[config.mk]
export PLATFORM = sky130hd
export DESIGN_NAME = mmm_cell
export DESIGN_NICKNAME = d
export VERILOG_FILES = /design/src/design/mmm_pkg.sv /design/src/design/mmm_cell.sv
export SDC_FILE = /design/constraint.sdc
export NUM_CORES = 2
export LEC_CHECK = 0
export BUFFER_PORTS_ARGS = -buffer_cell sky130_fd_sc_hd__buf_2
export CORE_ASPECT_RATIO = 1.4
export CORE_MARGIN = 3
export CORE_UTILIZATION = 50
export CTS_CLUSTER_SIZE = 12
export DETAILED_ROUTE_END_ITERATION = 8
export PLACE_DENSITY = 0.64
export SETUP_SLACK_MARGIN = 0.15
export SLEW_MARGIN = 20
export SYNTH_ARGS = -nofsm -noshare
export SYNTH_HDL_FRONTEND = slang
export SYNTH_SLANG_ARGS = --single-unit
[constraint.sdc]
create_clock -name clk -period 10.15 [get_ports clk]
set_input_delay 1.5225 -clock clk [delete_from_list [all_inputs] [get_ports clk]]
set_output_delay 1.5225 -clock clk [all_outputs]
set_load 0.005 [all_outputs]
[src/design/mmm_pkg.sv]
// Shared constants, types and arithmetic helpers for the matrix multiplier.
package mmm_pkg;

  localparam int MAX_DIM_DEF = 8;
  localparam int DIM_W       = 4;
  localparam int IDX_W       = 3;
  localparam int VAL_W       = 32;

  localparam logic [1:0] KIND_LOAD_A  = 2'd0;
  localparam logic [1:0] KIND_LOAD_B  = 2'd1;
  localparam logic [1:0] KIND_COMPUTE = 2'd2;
  localparam logic [1:0] KIND_NONE    = 2'd3;

  localparam logic [2:0] REG_ROWS_A   = 3'd0;
  localparam logic [2:0] REG_COLS_A   = 3'd1;
  localparam logic [2:0] REG_ROWS_B   = 3'd2;
  localparam logic [2:0] REG_COLS_B   = 3'd3;
  localparam logic [2:0] REG_B_LAYOUT = 3'd4;

  // Token handed from one cell to the next.
  typedef struct packed {
    logic                    valid;
    logic signed [VAL_W-1:0] sum;
    logic [IDX_W-1:0]        row;
    logic [IDX_W-1:0]        col;
    logic                    last;
  } mmm_tok_t;

  function automatic logic signed [VAL_W-1:0] sat32(input logic signed [VAL_W+1:0] v);
    logic signed [VAL_W+1:0] hi;
    logic signed [VAL_W+1:0] lo;
    hi = {3'b000, {(VAL_W-1){1'b1}}};
    lo = {3'b111, {(VAL_W-1){1'b0}}};
    if (v > hi) sat32 = {1'b0, {(VAL_W-1){1'b1}}};
    else if (v < lo) sat32 = {1'b1, {(VAL_W-1){1'b0}}};
    else sat32 = v[VAL_W-1:0];
  endfunction

endpackage

[src/design/mmm_cell.sv]
// One multiply-accumulate cell: holds a product stage and adds into the passing sum.
module mmm_cell (
  input  logic                              clk,
  input  logic                              rst,
  input  logic                              en,
  input  mmm_pkg::mmm_tok_t                 tok_in,
  input  logic                              active,
  input  logic signed [mmm_pkg::VAL_W-1:0]  a_val,
  input  logic signed [mmm_pkg::VAL_W-1:0]  b_val,
  output mmm_pkg::mmm_tok_t                 tok_out
);

  logic signed [2*mmm_pkg::VAL_W-1:0] prod;
  logic                               act_d;
  mmm_pkg::mmm_tok_t                  tok_d;
  logic signed [2*mmm_pkg::VAL_W-17:0] shifted;
  logic signed [mmm_pkg::VAL_W-1:0]   qprod;
  logic signed [mmm_pkg::VAL_W+1:0]   acc;

  // Stage one: register the full product; hold while the chain is frozen.
  always_ff @(posedge clk) begin
    if (en) begin
      prod  <= a_val * b_val;
      act_d <= active;
      tok_d.sum  <= tok_in.sum;
      tok_d.row  <= tok_in.row;
      tok_d.col  <= tok_in.col;
      tok_d.last <= tok_in.last;
    end
    if (rst) tok_d.valid <= 1'b0;
    else if (en) tok_d.valid <= tok_in.valid;
  end

  // Floor shift by 16, saturate, then saturating add.
  always_comb begin
    shifted = prod[2*mmm_pkg::VAL_W-1:16];
    if (shifted > $signed({17'd0, {(mmm_pkg::VAL_W-1){1'b1}}}))
      qprod = {1'b0, {(mmm_pkg::VAL_W-1){1'b1}}};
    else if (shifted < $signed({17'h1FFFF, {(mmm_pkg::VAL_W-1){1'b0}}}))
      qprod = {1'b1, {(mmm_pkg::VAL_W-1){1'b0}}};
    else
      qprod = shifted[mmm_pkg::VAL_W-1:0];
    acc = {{2{tok_d.sum[mmm_pkg::VAL_W-1]}}, tok_d.sum} +
          {{2{qprod[mmm_pkg::VAL_W-1]}}, qprod};
  end

  always_ff @(posedge clk) begin
    if (en) begin
      tok_out.row  <= tok_d.row;
      tok_out.col  <= tok_d.col;
      tok_out.last <= tok_d.last;
      tok_out.sum  <= act_d ? mmm_pkg::sat32(acc) : tok_d.sum;
    end
    if (rst) tok_out.valid <= 1'b0;
    else if (en) tok_out.valid <= tok_d.valid;
  end

endmodule

==> impl_metrics.py <==
metrics = {
    "timing": {
        "setup_viol": 0,
        "finalHoldViolCount": 0,
        "setup_ws_ns": 0.869,
        "fin_crit_ns": 9.28,
        "slew_headroom_pct": 33.3,
        "finalCritPeriodShare_pct": 91.4,
        "fin_skew_ns": 0.0119,
        "tightest_slew_ns": 1.00,
        "rsz0062_at_grt": "false",
        "maxSlewViolCount": 0,
        "fmax_mhz": 108,
        "finalSetupTns_ns": 0,
    },
    "worst_setup_path": {
        "worstPathMaxFanout": 24,
        "cp_data_arrival_time_ns": 9.44,
        "worstSetupPathType": "input port to flip-flop",
        "crit_start": "b_val[5]",
        "crit_path_end": "prod[63]",
        "cp-end-kind": "flip-flop",
        "reg2regPathDepth": 15,
        "reg2reg_from": "prod[50]",
        "worstSetupStartpointType": "input port",
        "cp.required_ns": 10.31,
        "rrSetupSlack_ns": 5.15,
        "reg2reg_to": "tok_out[15]",
    },
    "synthesis": {
        "yosysTopAreaCellShare_pct": 51.7,
        "yosys-top-cells-area": "fa_1 52%, inv_1 9.2%, edfxtp_1 9.1%",
        "synthArstFlopShare_pct": 0,
        "synth_top_flop_cell": "edfxtp_1",
        "syn_area_per_cell_um2": 9.76,
        "synth_common_cells": "1082 x fa_1, 1023 x inv_1, 526 x nand2_1",
        "synth_cell_types": 68,
        "ys_warn_count": 0,
        "synth_area_leader_cell": "fa_1",
        "post-synth-top-count-cell": "fa_1",
        "ys_seq_elements": 129,
        "ys_seq_area_share_pct": 9.20,
        "synth_edf_count": 127,
        "synth_cells": 4290,
        "synth_area_um2": 41900,
        "synth_fp_nets": 5692,
    },
    "cts": {
        "cts_tree": "done",
        "clk_pin_slew_worst_paths_ns": 0.06,
        "cts_buffers": 17,
        "clock-sinks": 129,
        "cts_setup_buffers": 0,
        "clock_latency_ns": 0.42,
        "cts_resized": 0,
        "cts_root_buf": "clkbuf_16",
        "htree_levels": 4,
        "cts_hold_buf": 0,
        "clk_path_buf_depth": 2,
    },
    "finish": {
        "layout-drive-gt1-share_pct": 5.95,
        "multi_input_area_um2": 33400,
        "nNetsFinal": 5693,
        "n_fill_cell": 7592,
        "fin_util_pct": 53.1,
        "syn_to_final_growth_pct": 5.35,
        "regArea_um2": 3850,
    },
    "floorplanning": {
        "core_um2": 83000,
        "rows": 125,
        "initial_core_util_pct": 50.4,
        "chipHeight_um": 348,
        "io_pins": 148,
        "die_w_um": 251,
        "die_area_um2": 87300,
    },
    "detailed_routing": {
        "wl_per_cell_um": 21.7,
        "vias": 29400,
        "postRouteWirelength_um": 117000,
        "vias_per_cell": 5.45,
        "initialDrtViolationCount": 1480,
        "first_pass_iters": 7,
        "ant_nets": 0,
        "remaining_drc_errors": 0,
    },
    "global_route": {
        "gr-total-overflow": 0,
        "first_global_vias": 33800,
        "grt_usage_pct": 28.3,
        "grt_pass1_wl_um": 186000,
        "antenna_found_initial": 6,
        "grt_max_degree": 74,
    },
    "worst_hold_path": {
        "min-delay-path-class": "flip-flop to flip-flop",
    },
    "outcome": {
        "outcome": "completed",
    },
    "placed_design": {
        "dp_slack_ns": 0.561,
        "numPortBuffers": 147,
        "finalWeightedCongestion": 0.903,
        "dp_hpwl_um": 94000,
    },
    "job": {
        "max_cap_viol_count": 0,
    },
}
[cell usage in the layout (no fill, tap or decap), types with 5 or more instances in the layout]
cell          n
clkbuf_16    17
nor2_1       93
a21boi_0      6
nor3_1        9
nor2b_1       8
nand2_1     526
buf_2       146
o21bai_1      6
o21ai_0      37
and2_1      505
ha_1        212
o21ai_1       8
o211ai_1      5
nand2b_1     14
o22ai_1      32
inv_1      1023
a211oi_1      9
a31oi_1      13
nand4_1      19
a21oi_1      80
buf_4        52
xor2_1       27
and3_1        7
xnor2_1      59
edfxtp_1    127
a21o_1       78
nand3_1      19
fa_1       1082
[layout make-up]
cell class	count	area share (%)
well taps	1079	3.06
clock inverters	13	0.309
clock buffers	18	0.973
repair buffers	199	2.59
multi-input cells	2921	75.6
diodes	3	0.0170
flip-flops and latches	129	8.73
inverters	1023	8.70
[registers in the layout (all words and copies together), names as in the netlist]
name / cells
act_d: 1
prod: 48
tok_d: 40
tok_out: 40
[worst max-delay path: stages]
cell and delay, ns:
buf_2 0.51, nand2_1 0.26, inv_1 0.14, fa_1 0.45, fa_1 0.53, inv_1 0.13, fa_1 0.57, inv_1 0.07
fa_1 0.57, inv_1 0.23, fa_1 0.55, inv_1 0.06, fa_1 0.55, fa_1 0.43, fa_1 0.47, ha_1 0.36
a21o_1 0.18, a21o_1 0.18, a2111oi_0 0.78, o31a_1 0.23, o21ai_0 0.11, o21ai_1 0.17, nand2b_1 0.10, a21oi_1 0.19
xnor2_1 0.08
[cell families (layout without fill, tap and decap cells)]
family / Yosys count / after routing / synth area share (%)
muxes: 3 / 3 / 0.0717
adders and majority gates: 1294 / 1294 / 58.0
other: 0 / 3 / 0
and+or+nand+nor: 1221 / 1221 / 14.5
xor gates and xnor gates: 87 / 87 / 1.84
buffers and inverters: 1240 / 1253 / 11.2
DFF: 129 / 129 / 9.20
AOI/OAI and AO/OA: 316 / 316 / 5.12
[worst min path at each step]
stage          cells after the start     start          to
2_1_floorplan                      0  tok_d[0]  tok_out[0]
3_3_place_gp                       0  tok_d[0]  tok_out[0]
3_5_place_dp                       0  tok_d[6]  tok_out[6]
4_1_cts                            0  tok_d[6]  tok_out[6]
5_1_grt                            0  tok_d[4]  tok_out[4]
6_report                           0  tok_d[4]  tok_out[4]
[per-stage QoR]
step	hold slack (ns)	instances	cell area (µm²)
after CTS	0.419	5382	44100
after global placement	0.402	5351	43600
final	0.417	5385	44100
after detailed placement	0.405	5351	43600
after global routing	0.422	5382	44100
after floorplan	0.400	4290	41900
[metal layers]
| metal | GRT usage (%) | vias to the layer above | share of wire [%] |
|---|---|---|---|
| met2 | 52.3 | 992 | 53 |
| met1 | 28.8 | 15400 | 32 |
| li1 | - | 12600 | - |
| met3 | 2.70 | 447 | 4.2 |
| met4 | 23.2 | 0 | 11 |
| met5 | 0 | - | 0 |
Power is left out: the tool's default activity adds up to more than one toggle a clock period on the data nets, which glitch-free logic cannot reach.
